**config.mk**
```make
export PLATFORM = sky130hd
export DESIGN_NAME = packet_loss_jitter_emulator_core
export DESIGN_NICKNAME = d
export VERILOG_FILES = /design/src/rtl/pje_pkg.sv /design/src/rtl/packet_loss_jitter_emulator_core.sv
export SDC_FILE = /design/constraint.sdc
export NUM_CORES = 2
export LEC_CHECK = 0
export ABC_AREA = 1
export BUFFER_PORTS_ARGS = -buffer_cell sky130_fd_sc_hd__buf_2
export CAP_MARGIN = 20
export CORE_MARGIN = 2
export CORE_UTILIZATION = 31
export CTS_BUF_LIST = sky130_fd_sc_hd__clkbuf_4 sky130_fd_sc_hd__clkbuf_8 sky130_fd_sc_hd__clkbuf_16
export CTS_CLUSTER_DIAMETER = 30
export DETAILED_ROUTE_END_ITERATION = 6
export GPL_TIMING_DRIVEN = 0
export SYNTH_ARGS = -nofsm -noshare
export SYNTH_HDL_FRONTEND = slang
export SYNTH_SLANG_ARGS = --single-unit
```
**constraint.sdc**
```tcl
create_clock -name clk_i -period 8.5 [get_ports clk_i]
set_clock_uncertainty 0.1 [all_clocks]
set_input_delay 0.425 -clock clk_i [delete_from_list [all_inputs] [get_ports clk_i]]
set_output_delay 0.425 -clock clk_i [all_outputs]
set_load 0.005 [all_outputs]
```
**src/rtl/pje_pkg.sv**
```systemverilog
// ----------------------------------------------------------------------------
// Packet loss and jitter emulator package
// Shared constants, codes and the sequencer state type.
// ----------------------------------------------------------------------------
package pje_pkg;

  localparam int unsigned QueueDepthDef = 16;
  localparam int unsigned TimeBitsDef   = 32;
  localparam int unsigned MaxResults    = 16;

  localparam int unsigned TagW   = 16;
  localparam int unsigned DrawW  = 16;
  localparam int unsigned JitW   = 10;
  localparam int unsigned AgeW   = 16;
  localparam int unsigned CfgIdxW = 2;
  localparam int unsigned CfgW   = 16;

  // Register indexes on the configuration port.
  localparam logic [CfgIdxW-1:0] CFG_DROP    = 2'd0;
  localparam logic [CfgIdxW-1:0] CFG_REORDER = 2'd1;
  localparam logic [CfgIdxW-1:0] CFG_JITTER  = 2'd2;

  // Command codes.
  localparam logic CMD_SUBMIT = 1'b0;
  localparam logic CMD_TICK   = 1'b1;

  // Result status codes.
  localparam logic ST_DELIVERED = 1'b0;
  localparam logic ST_LOST      = 1'b1;

  typedef enum logic [2:0] {
    S_IDLE,
    S_SUBMIT,
    S_FWD,
    S_FREE,
    S_NEXT,
    S_SCAN,
    S_PICK,
    S_FINISH
  } pje_state_e;

endpackage

```
**src/rtl/packet_loss_jitter_emulator_core.sv**
```systemverilog
// ----------------------------------------------------------------------------
// Packet loss and jitter emulator core
// Drops, swaps and delays packet tags; ticks release due packets in deadline
// order from a slot queue, using one shared scan unit under a sequencer.
// ----------------------------------------------------------------------------
// One word is in work at once. A dropped or held submit passes SUBMIT and FINISH;
// a forwarded packet adds FWD and NEXT, and with jitter a free slot search in FREE.
// A tick runs a full scan and a pick per delivered word (at most 16), a closing
// scan unless 16 were delivered, then FINISH; output stalls add on.
// Reset clears time, the held flag, slot valid bits and stamp counter at once.
module packet_loss_jitter_emulator_core
  import pje_pkg::*;
#(
  parameter int unsigned QUEUE_DEPTH = QueueDepthDef,
  parameter int unsigned TIME_BITS   = TimeBitsDef
) (
  input  logic                 clk_i,
  input  logic                 rst_ni,
  input  logic                 cfg_we_i,
  input  logic [CfgIdxW-1:0]   cfg_index_i,
  input  logic [CfgW-1:0]      cfg_data_i,
  input  logic                 in_valid_i,
  output logic                 in_stall_o,
  input  logic                 cmd_i,
  input  logic [TagW-1:0]      packet_tag_i,
  input  logic [DrawW-1:0]     rand_drop_i,
  input  logic [DrawW-1:0]     rand_reorder_i,
  input  logic [DrawW-1:0]     rand_delay_first_i,
  input  logic [DrawW-1:0]     rand_delay_second_i,
  output logic                 out_valid_o,
  input  logic                 out_stall_i,
  output logic [TagW-1:0]      out_tag_o,
  output logic                 status_o,
  output logic                 last_o
);

  localparam int unsigned IW    = (QUEUE_DEPTH > 1) ? $clog2(QUEUE_DEPTH) : 1;
  localparam int unsigned CW    = $clog2(QUEUE_DEPTH + 1);
  localparam int unsigned RW    = $clog2(MaxResults + 1);
  localparam int unsigned ProdW = DrawW + JitW + 1;

  pje_state_e state_q, state_d;

  // Configuration.
  logic [DrawW-1:0] drop_thr_q, reorder_thr_q;
  logic [JitW-1:0]  jit_max_q;

  // Architectural state.
  logic [TIME_BITS-1:0]   now_q;
  logic                   held_valid_q;
  logic [TagW-1:0]        held_tag_q;
  logic [QUEUE_DEPTH-1:0] slot_valid_q;
  logic [AgeW-1:0]        insert_cnt_q;

  // Slot contents.
  logic [TagW-1:0]      mem_tag_q [QUEUE_DEPTH];
  logic [TIME_BITS-1:0] mem_dl_q  [QUEUE_DEPTH];
  logic [AgeW-1:0]      mem_age_q [QUEUE_DEPTH];
  logic [TagW-1:0]      rd_tag_q;
  logic [TIME_BITS-1:0] rd_dl_q;
  logic [AgeW-1:0]      rd_age_q;

  // Latched input word and forwarding context.
  logic [TagW-1:0]  in_tag_q;
  logic [DrawW-1:0] rd_q, rr_q, d1_q, d2_q;
  logic [TagW-1:0]  cur_tag_q;
  logic [DrawW-1:0] cur_draw_q;
  logic             second_q;
  logic [ProdW-1:0] prod_q;

  // Scan unit.
  logic [CW-1:0]        iss_cnt_q;
  logic [IW-1:0]        iss_idx;
  logic                 issuing;
  logic                 p1_v_q;
  logic [IW-1:0]        p1_idx_q;
  logic                 p2_v_q;
  logic [IW-1:0]        p2_idx_q;
  logic [TagW-1:0]      p2_tag_q;
  logic [TIME_BITS-1:0] p2_late_q;
  logic [AgeW-1:0]      p2_old_q;
  logic [TIME_BITS-1:0] late;
  logic                 best_found_q;
  logic [IW-1:0]        best_idx_q;
  logic [TagW-1:0]      best_tag_q;
  logic [TIME_BITS-1:0] best_late_q;
  logic [AgeW-1:0]      best_old_q;
  logic                 better;
  logic                 scan_done;
  logic [RW-1:0]        res_cnt_q;

  // Result staging: one pending word so that the last flag can be set late.
  logic            pend_valid_q;
  logic [TagW-1:0] pend_tag_q;
  logic            pend_status_q;
  logic            out_valid_q;
  logic [TagW-1:0] out_tag_q;
  logic            out_status_q;
  logic            out_last_q;

  logic            in_acc, out_free, out_load;
  logic            push_req, push_ok, fin_req, fin_ok;
  logic [TagW-1:0] push_tag;
  logic            push_status;
  logic            drop_hit, hold_hit, jit_zero, slot_free, idx_last;
  logic [JitW:0]   jit_plus1;
  logic [JitW:0]   delay;

  assign in_stall_o = (state_q != S_IDLE);
  assign in_acc     = in_valid_i && !in_stall_o;
  assign out_free   = !out_valid_q || !out_stall_i;
  assign push_ok    = !pend_valid_q || out_free;
  assign fin_ok     = push_ok;
  assign out_load   = pend_valid_q && ((push_req && push_ok) || (fin_req && fin_ok));

  assign drop_hit  = (rd_q < drop_thr_q);
  assign hold_hit  = (rr_q < reorder_thr_q);
  assign jit_zero  = (jit_max_q == '0);
  assign jit_plus1 = {1'b0, jit_max_q} + (JitW+1)'(1);
  assign delay     = prod_q[ProdW-1:DrawW];

  assign iss_idx   = iss_cnt_q[IW-1:0];
  assign issuing   = (state_q == S_SCAN) && (iss_cnt_q != CW'(QUEUE_DEPTH));
  assign scan_done = !issuing && !p1_v_q && !p2_v_q;
  assign slot_free = !slot_valid_q[iss_idx];
  assign idx_last  = (iss_cnt_q == CW'(QUEUE_DEPTH - 1));
  assign late      = now_q - rd_dl_q;

  // Older entry wins a tie on lateness.
  assign better = !best_found_q || (p2_late_q > best_late_q) ||
                  ((p2_late_q == best_late_q) && (p2_old_q > best_old_q));

  // Next state.
  always_comb begin
    state_d = state_q;
    unique case (state_q)
      S_IDLE: begin
        if (in_acc) state_d = (cmd_i == CMD_TICK) ? S_SCAN : S_SUBMIT;
      end
      S_SUBMIT: begin
        priority if (drop_hit)     state_d = S_FINISH;
        else if (held_valid_q)     state_d = S_FWD;
        else if (hold_hit)         state_d = S_FINISH;
        else                       state_d = S_FWD;
      end
      S_FWD: begin
        if (!jit_zero)    state_d = S_FREE;
        else if (push_ok) state_d = S_NEXT;
      end
      S_FREE: begin
        if (slot_free)                 state_d = S_NEXT;
        else if (idx_last && push_ok)  state_d = S_NEXT;
      end
      S_NEXT: begin
        state_d = second_q ? S_FWD : S_FINISH;
      end
      S_SCAN: begin
        if (scan_done) state_d = S_PICK;
      end
      S_PICK: begin
        if (!best_found_q) state_d = S_FINISH;
        else if (push_ok)  state_d = (res_cnt_q == RW'(MaxResults - 1)) ? S_FINISH : S_SCAN;
      end
      S_FINISH: begin
        if (fin_ok) state_d = S_IDLE;
      end
      default: state_d = S_IDLE;
    endcase
  end

  // Sequencer outputs.
  always_comb begin
    push_req    = 1'b0;
    push_tag    = cur_tag_q;
    push_status = ST_DELIVERED;
    fin_req     = 1'b0;
    unique case (state_q)
      S_FWD:    push_req = jit_zero;
      S_FREE: begin
        push_req    = !slot_free && idx_last;
        push_status = ST_LOST;
      end
      S_PICK: begin
        push_req = best_found_q;
        push_tag = best_tag_q;
      end
      S_FINISH: fin_req = 1'b1;
      default: ;
    endcase
  end

  always_ff @(posedge clk_i or negedge rst_ni) begin
    if (!rst_ni) begin
      state_q <= S_IDLE;
    end else begin
      state_q <= state_d;
    end
  end

  // Configuration registers.
  always_ff @(posedge clk_i or negedge rst_ni) begin
    if (!rst_ni) begin
      drop_thr_q    <= '0;
      reorder_thr_q <= '0;
      jit_max_q     <= '0;
    end else if (cfg_we_i) begin
      unique case (cfg_index_i)
        CFG_DROP:    drop_thr_q    <= cfg_data_i;
        CFG_REORDER: reorder_thr_q <= cfg_data_i;
        CFG_JITTER:  jit_max_q     <= cfg_data_i[JitW-1:0];
        default: ;
      endcase
    end
  end

  // Slot storage, written during the free slot search and read by the scan.
  always_ff @(posedge clk_i) begin
    if (state_q == S_FREE && slot_free) begin
      mem_tag_q[iss_idx] <= cur_tag_q;
      mem_dl_q[iss_idx]  <= now_q + TIME_BITS'(delay);
      mem_age_q[iss_idx] <= insert_cnt_q;
    end
    rd_tag_q <= mem_tag_q[iss_idx];
    rd_dl_q  <= mem_dl_q[iss_idx];
    rd_age_q <= mem_age_q[iss_idx];
  end

  // Control state.
  always_ff @(posedge clk_i or negedge rst_ni) begin
    if (!rst_ni) begin
      now_q        <= '0;
      held_valid_q <= 1'b0;
      slot_valid_q <= '0;
      insert_cnt_q <= '0;
      second_q     <= 1'b0;
      iss_cnt_q    <= '0;
      p1_v_q       <= 1'b0;
      p2_v_q       <= 1'b0;
      best_found_q <= 1'b0;
      res_cnt_q    <= '0;
      pend_valid_q <= 1'b0;
      out_valid_q  <= 1'b0;
    end else begin
      unique case (state_q)
        S_IDLE: begin
          if (in_acc && cmd_i == CMD_TICK) begin
            now_q        <= now_q + TIME_BITS'(1);
            iss_cnt_q    <= '0;
            best_found_q <= 1'b0;
            res_cnt_q    <= '0;
          end
        end
        S_SUBMIT: begin
          priority if (drop_hit) begin
          end else if (held_valid_q) begin
            held_valid_q <= 1'b0;
            second_q     <= 1'b1;
          end else if (hold_hit) begin
            held_valid_q <= 1'b1;
          end else begin
            second_q <= 1'b0;
          end
        end
        S_FWD: begin
          iss_cnt_q <= '0;
        end
        S_FREE: begin
          if (slot_free) begin
            slot_valid_q[iss_idx] <= 1'b1;
            insert_cnt_q          <= insert_cnt_q + AgeW'(1);
          end else if (!idx_last) begin
            iss_cnt_q <= iss_cnt_q + CW'(1);
          end
        end
        S_NEXT: begin
          second_q <= 1'b0;
        end
        S_SCAN: begin
          if (issuing) iss_cnt_q <= iss_cnt_q + CW'(1);
          if (p2_v_q && better) best_found_q <= 1'b1;
        end
        S_PICK: begin
          if (best_found_q && push_ok) begin
            slot_valid_q[best_idx_q] <= 1'b0;
            res_cnt_q                <= res_cnt_q + RW'(1);
            iss_cnt_q                <= '0;
            best_found_q             <= 1'b0;
          end
        end
        default: ;
      endcase

      // Scan pipeline: read, lateness, compare.
      p1_v_q <= issuing && slot_valid_q[iss_idx];
      p2_v_q <= p1_v_q && !late[TIME_BITS-1];

      // Result staging.
      if (out_load) begin
        out_valid_q <= 1'b1;
      end else if (!out_stall_i) begin
        out_valid_q <= 1'b0;
      end
      if (push_req && push_ok) begin
        pend_valid_q <= 1'b1;
      end else if (fin_req && fin_ok && pend_valid_q) begin
        pend_valid_q <= 1'b0;
      end
    end
  end

  // Payload registers.
  always_ff @(posedge clk_i) begin
    if (in_acc) begin
      in_tag_q <= packet_tag_i;
      rd_q     <= rand_drop_i;
      rr_q     <= rand_reorder_i;
      d1_q     <= rand_delay_first_i;
      d2_q     <= rand_delay_second_i;
    end
    if (state_q == S_SUBMIT) begin
      cur_tag_q  <= in_tag_q;
      cur_draw_q <= d1_q;
      if (!drop_hit && !held_valid_q && hold_hit) held_tag_q <= in_tag_q;
    end
    if (state_q == S_NEXT && second_q) begin
      cur_tag_q  <= held_tag_q;
      cur_draw_q <= d2_q;
    end
    if (state_q == S_FWD) begin
      prod_q <= ProdW'(cur_draw_q) * ProdW'(jit_plus1);
    end

    p1_idx_q  <= iss_idx;
    p2_idx_q  <= p1_idx_q;
    p2_tag_q  <= rd_tag_q;
    p2_late_q <= late;
    p2_old_q  <= insert_cnt_q - rd_age_q;
    if (state_q == S_SCAN && p2_v_q && better) begin
      best_idx_q  <= p2_idx_q;
      best_tag_q  <= p2_tag_q;
      best_late_q <= p2_late_q;
      best_old_q  <= p2_old_q;
    end

    if (push_req && push_ok) begin
      if (pend_valid_q) begin
        out_tag_q    <= pend_tag_q;
        out_status_q <= pend_status_q;
        out_last_q   <= 1'b0;
      end
      pend_tag_q    <= push_tag;
      pend_status_q <= push_status;
    end else if (fin_req && fin_ok && pend_valid_q) begin
      out_tag_q    <= pend_tag_q;
      out_status_q <= pend_status_q;
      out_last_q   <= 1'b1;
    end
  end

  assign out_valid_o = out_valid_q;
  assign out_tag_o   = out_tag_q;
  assign status_o    = out_status_q;
  assign last_o      = out_last_q;

endmodule
```
# After elaboration in Yosys (flattened, before gate mapping)
# Memories as Yosys holds them, arrays and structs flattened. A register that Yosys moved wholly into a read port is not among the register bits.
# Cells that the tools add are included.
[totals]
register_bits = 456
ram_bits = 1024
inputBits = 104
output_inout_bits = 20
wordCells = 226
memories = 3
[memory_table]
columns = ["name", "words", "word_bits", "read_ports", "rd_ports_with_merged_regs", "write_ports", "line", "rtl"]
rows = [
  ["mem_dl_q", 16, 32, 1, 1, 1, "packet_loss_jitter_emulator_core.sv:57", "logic [TIME_BITS-1:0] mem_dl_q [QUEUE_DEPTH];"],
  ["mem_age_q", 16, 16, 1, 1, 1, "packet_loss_jitter_emulator_core.sv:58", "logic [AgeW-1:0] mem_age_q [QUEUE_DEPTH];"],
  ["mem_tag_q", 16, 16, 1, 1, 1, "packet_loss_jitter_emulator_core.sv:56", "logic [TagW-1:0] mem_tag_q [QUEUE_DEPTH];"],
]
[op_classes]
addsub = 8
mul = 1
n_lt_le_gt_ge = 8
n_eq_ne = 30
n_mux = 66
bitwise = 5
n_reduce_logical = 66
[op_table]
columns = ["op", "count"]
rows = [
  ["16-bit 2-to-1 mux", 10],
  ["3-bit 2-to-1 mux", 14],
  ["32-bit by 1-bit adder with 32-bit output (second input constant)", 1],
  ["32-bit by 11-bit adder with 32-bit output", 1],
  ["32-bit == test", 1],
  ["32-bit greater-than comparator", 1],
  ["16-bit < comparator", 2],
  ["16-bit case mux with 2 select lines", 1],
  ["32-bit subtractor", 1],
  ["5-bit 2-to-1 mux", 6],
  ["16-bit by 11-bit multiplier with 27-bit output", 1],
  ["1-bit 2-to-1 mux", 25],
  ["5-bit case mux with 5 select lines", 1],
  ["1-bit logical AND", 24],
  ["3-bit case mux with 8 select lines", 1],
  ["2-bit != test (second input constant)", 10],
  ["16-bit by 1-bit adder with 16-bit output (second input constant)", 1],
  ["16-bit bitwise AND", 1],
  ["16-bit greater-than comparator", 1],
  ["16-bit NOT", 1],
  ["16-bit OR", 1],
  ["2-bit AND reduction", 8],
  ["16-bit subtractor", 1],
  ["3-bit == test (second input constant)", 4],
  ["30 further kinds", 66],
]

# Longest topological paths before layout
[depth]
word_depth = 8
mapped_depth = 32
depth_no_buf = 30

# Worst setup path before layout
# Ideal clock, no wire load.
[synth_timing]
path_kind = "reg-to-reg"
start = "register iss_cnt_q[0]"
end = "memory mem_age_q[15][0] (enable)"
arrival_ns = 5.749
t_required_ns = 7.833
slack_ns = 2.084
stages_incl_launch_ff = 10
n_path_buf = 2
period_less_slack_ns = 6.416
cell_sequence = "dfrtp_1 > buf_4 > buf_2 > o21ai_1 > nand2_1 > nand2_1 > nand2_1 > nor2_4 > nand2_8 > nor3_1"
[synth_between]
elab_chain_len = 6
[synth_lines]
columns = ["item", "line", "rtl"]
rows = [
  ["start, declared", "packet_loss_jitter_emulator_core.sv:72", "logic [CW-1:0] iss_cnt_q;"],
  ["start signal, assigned", "packet_loss_jitter_emulator_core.sv:272", "iss_cnt_q <= iss_cnt_q + CW'(1);"],
  ["start signal, assigned", "packet_loss_jitter_emulator_core.sv:279", "if (issuing) iss_cnt_q <= iss_cnt_q + CW'(1);"],
  ["1-bit binary-select mux with 4-bit select", "packet_loss_jitter_emulator_core.sv:125", "assign slot_free = !slot_valid_q[iss_idx];"],
  ["1-bit 2-to-1 mux (implied by the code)", "packet_loss_jitter_emulator_core.sv:125", ""],
  ["1-bit zero test", "packet_loss_jitter_emulator_core.sv:125", ""],
  ["1-bit logical AND", "packet_loss_jitter_emulator_core.sv:218", "if (state_q == S_FREE && slot_free) begin"],
  ["1-bit 2-to-1 mux", "packet_loss_jitter_emulator_core.sv:218", ""],
  ["1-bit 2-to-1 mux (implied by the code)", "packet_loss_jitter_emulator_core.sv:221", "mem_age_q[iss_idx] <= insert_cnt_q;"],
  ["end, declared", "packet_loss_jitter_emulator_core.sv:58", ""],
]
# Several ways; a longest one is shown, not always the timed one. The select of a mux whose other input is x is not followed.

# Worst setup path after layout
[layout_timing]
start = "register jit_max_q[0]"
end = "register prod_q[26] (data pin)"
[layout_between]
elab_chain_len = 2
[layout_lines]
columns = ["item", "line", "rtl"]
rows = [
  ["start, declared", "packet_loss_jitter_emulator_core.sv:46", "logic [JitW-1:0] jit_max_q;"],
  ["start signal, assigned", "packet_loss_jitter_emulator_core.sv:210", "CFG_JITTER: jit_max_q <= cfg_data_i[JitW-1:0];"],
  ["10-bit by 1-bit adder with 11-bit output", "packet_loss_jitter_emulator_core.sv:119", "assign jit_plus1 = {1'b0, jit_max_q} + (JitW+1)'(1);"],
  ["16-bit by 11-bit multiplier with 27-bit output", "packet_loss_jitter_emulator_core.sv:330", "prod_q <= ProdW'(cur_draw_q) * ProdW'(jit_plus1);"],
  ["end signal, assigned", "packet_loss_jitter_emulator_core.sv:330", ""],
  ["end, declared", "packet_loss_jitter_emulator_core.sv:69", "logic [ProdW-1:0] prod_q;"],
]
# Every way passes these cells.
# A chain may end at the register's enable or synchronous reset.

==> flow_metrics.env <==
export IMPL_outcome="finished clean"
export IMPL_period_needed_ns=6.84
export IMPL_wl_um=187000
export IMPL_num_vias=45464
export IMPL_cts_made_buffers=228
export IMPL_drive_gt1_frac=0.122
export IMPL_synth_cells=5652
export IMPL_critPathLaunchType="flop"
export IMPL_globalplace_congestion=0.869
export IMPL_critPathBufInv=10
export IMPL_worstSkewPairLatency_ns=0.86
export IMPL_area_delta_synth_final_pct=22.5
export IMPL_ys_warn_count=0
export IMPL_place_ws_ns=1.82
export IMPL_synth_top_area_share=0.569
export IMPL_synth_avg_cell_area_um2=11.8
export IMPL_hold_violations=0
export IMPL_critPathRequiredTime_ns=9.00
export IMPL_syn_nets=6091
export IMPL_drc=0
export IMPL_grt_max_degree=81
export IMPL_crit_type="flop to flop"
export IMPL_fp_dieArea_um2=219000
export IMPL_synth_ff_type="edfxtp_1"
export IMPL_cts_root_buffer="clkbuf_16"
export IMPL_rows=170
export IMPL_critPathCaptureType="flop"
export IMPL_dr_pass1_iters=6
export IMPL_dpl_hpwl_um=132000
export IMPL_grt_ovfl_total=0
export IMPL_via_per_inst=4.92
export IMPL_cpPeakStageDelay_ns=0.53
export IMPL_yosysTopAreaCell="edfxtp_1"
export IMPL_crit_arrival_ns=7.34
export IMPL_grt_pass1_vias=45354
export IMPL_cts_tree="yes"
export IMPL_final_common_cell="edfxtp_1"
export IMPL_post_route_util=0.382
export IMPL_rsz0062_at_grt="false"
export IMPL_num_nets_final=6628
export IMPL_r2r_start="jit_max_q[0]"
export IMPL_period_share=0.805
export IMPL_async_reset_ff_frac=0.0825
export IMPL_clk_pin_slew_ns=0.06
export IMPL_routedWlPerCell_um=20.3
export IMPL_initial_utilization=0.312
export IMPL_slew_headroom=0.198
export IMPL_max_freq_mhz=146
export IMPL_worst_ir_drop_vdd_uv=530
export IMPL_worstHoldPathCells=4
export IMPL_io_buffer_count=123
export IMPL_cts_sinks=1528
export IMPL_crit_cells=30
export IMPL_cts_setup_buffers=0
export IMPL_ys_ff_latch=1528
export IMPL_r2r_cells=30
export IMPL_p_leak_nw=31.4
export IMPL_die_height_um=468
export IMPL_setup_ws_ns=1.66
export IMPL_cts_resized=0
export IMPL_drt_iter0_drc=4336
export IMPL_syn_area_um2=66800
export IMPL_synth_cell_types=59
export IMPL_synth_edf_count=1266
export IMPL_grt_pass1_wl_um=280000
export IMPL_coreArea_um2=214000
export IMPL_clk_path_buf_depth=3
export IMPL_io_pins=124
export IMPL_worstReg2RegEnd="prod_q[26]"
export IMPL_ys_top_cells_by_area="edfxtp_1 (57%), dfrtp_1 (4.7%), o21ai_0 (4.6%)"
export IMPL_worst_pin_slew_ns=1.20
export IMPL_drv_cap=0
export IMPL_layout_common_cells="edfxtp_1 (1,266), nand2_1 (820), nor2_1 (721), o21ai_0 (618), inv_1 (454)"
export IMPL_synth_seq_area_share=0.657
export IMPL_fin_area_um2=81900
export IMPL_place_area_um2=72300
export IMPL_hold_class="input pin to flop"
export IMPL_path_delay_family="adder cells"
export IMPL_cpMaxStageDelayCell="fa_1"
export IMPL_htreeDepth=4
export IMPL_maxSlewViolCount=0
export IMPL_finalSetupViolCount=0
export IMPL_reg2reg_setup_slack_ns=1.66
export IMPL_crit_start="jit_max_q[0]"
export IMPL_power_density_nw_per_um2=368
export IMPL_grt_use_total=0.168
export IMPL_antenna_found_initial=4
export IMPL_die_w_um=468
export IMPL_ant_nets=0
export IMPL_fillers=20383
export IMPL_crit_end="prod_q[26]"
export IMPL_cp_max_fo=10
[sequential cells by signal (all words and copies together), names as in the netlist, 32 cells and up]
register / count
now_q: 32
mem_dl_q: 512
mem_tag_q: 256
rd_dl_q: 32
mem_age_q: 256
p2_late_q: 32
best_late_q: 32
[tightest hold or removal path, cell delays in order]
cell,delay [ns]
buf_2,0.10
nand3_1,0.10
clkbuf_1,0.21
o21ai_0,0.17
[cell usage after synthesis, drive strengths merged, types with 2 or more instances]
cell and number:
ha 208, inv 471, fa 127, o211ai 4, o21a 11, nand3b 6, o31ai 4, o22ai 257
nand3 67, clkinv 4, a21o 11, a211oi 2, nand2 828, o21bai 7, a21boi 16, xnor2 40
dfxtp 136, xor2 92, o21ai 644, clkbuf 199, mux2 32, dfrtp 126, a21oi 129, nor2 753
nor3 44, edfxtp 1266, buf 34, a31oi 7, nand4 95, o22a 8, or2 5, nor4 15
[power breakdown]
group | internal (mW) | switching [mW]
Clock | 6.07 | 3.83
Sequential | 9.40 | 0.509
Combinational | 3.45 | 6.90
Total | 18.9 | 11.2
[metal layers]
metal | track usage | up-vias | wire length, um
met1 | 0.223 | 22536 | 79500
met4 | 0.0655 | 0 | 6580
met5 | 0 | - | 0
met2 | 0.274 | 1670 | 88300
met3 | 0.0289 | 310 | 12700
li1 | - | 20948 | -
[repair_timing]
| action | in CTS | in global routing |
|---|---|---|
| endpoints found under the setup margin | 0 | 0 |
| hold endpoints to repair | 254 | 0 |
| hold buffers | 108 | 0 |
[how the worst min path moves through the flow]
stage / startpoint / end / slack [ns]
after detailed placement: rd_tag_q[5] / p2_tag_q[5] / 0.21
after CTS: cfg_index_i[1] / jit_max_q[2] / 0.06
after global placement: rd_tag_q[5] / p2_tag_q[5] / 0.21
after floorplan: rst_ni / best_found_q / 0.03
final: cfg_index_i[1] / jit_max_q[2] / 0.1
after global routing: cfg_index_i[1] / jit_max_q[7] / 0.10
[cell families (layout without fill, tap and decap cells)]
| logic type | Yosys count | count (layout) | share of synthesized area |
|---|---|---|---|
| AOI/OAI and AO/OA | 1102 | 1102 | 0.0902 |
| other | 0 | 4 | 0 |
| xor gates and xnor gates | 132 | 132 | 0.0173 |
| adders and majority gates | 335 | 335 | 0.0770 |
| DFF | 1528 | 1528 | 0.657 |
| muxes | 33 | 33 | 0.00554 |
| and+or+nand+nor | 1814 | 1814 | 0.112 |
| buffers and inverters | 708 | 1452 | 0.0406 |
[per-stage QoR]
| step | instances | hold slack (ns) | TNS (ns) | power [mW] |
|---|---|---|---|---|
| 2_1_floorplan | 5652 | 0.0294 | 0 | 16.7 |
| 3_3_place_gp | 8613 | 0.213 | -536.83 | 20.0 |
| 3_5_place_dp | 8685 | 0.213 | 0 | 20.3 |
| 4_1_cts | 9230 | 0.0611 | 0 | 30.2 |
| 5_1_grt | 9236 | 0.105 | 0 | 32.0 |
| 6_report | 9238 | 0.0977 | 0 | 30.1 |
[cell type report]
cell class,instances,area [um^2],share of cell area
timing repair buffer,307,2890,0.0353
clock buffer,263,6110,0.0747
tap,2838,3550,0.0434
sequential,1528,43900,0.536
multi-input combinational,3416,20400,0.249
buffer,233,933,0.0114
antenna,4,10.0,0.000122
inverter,475,1790,0.0218
clock inverter,174,2280,0.0279
Power figures use the tool's default switching activity.
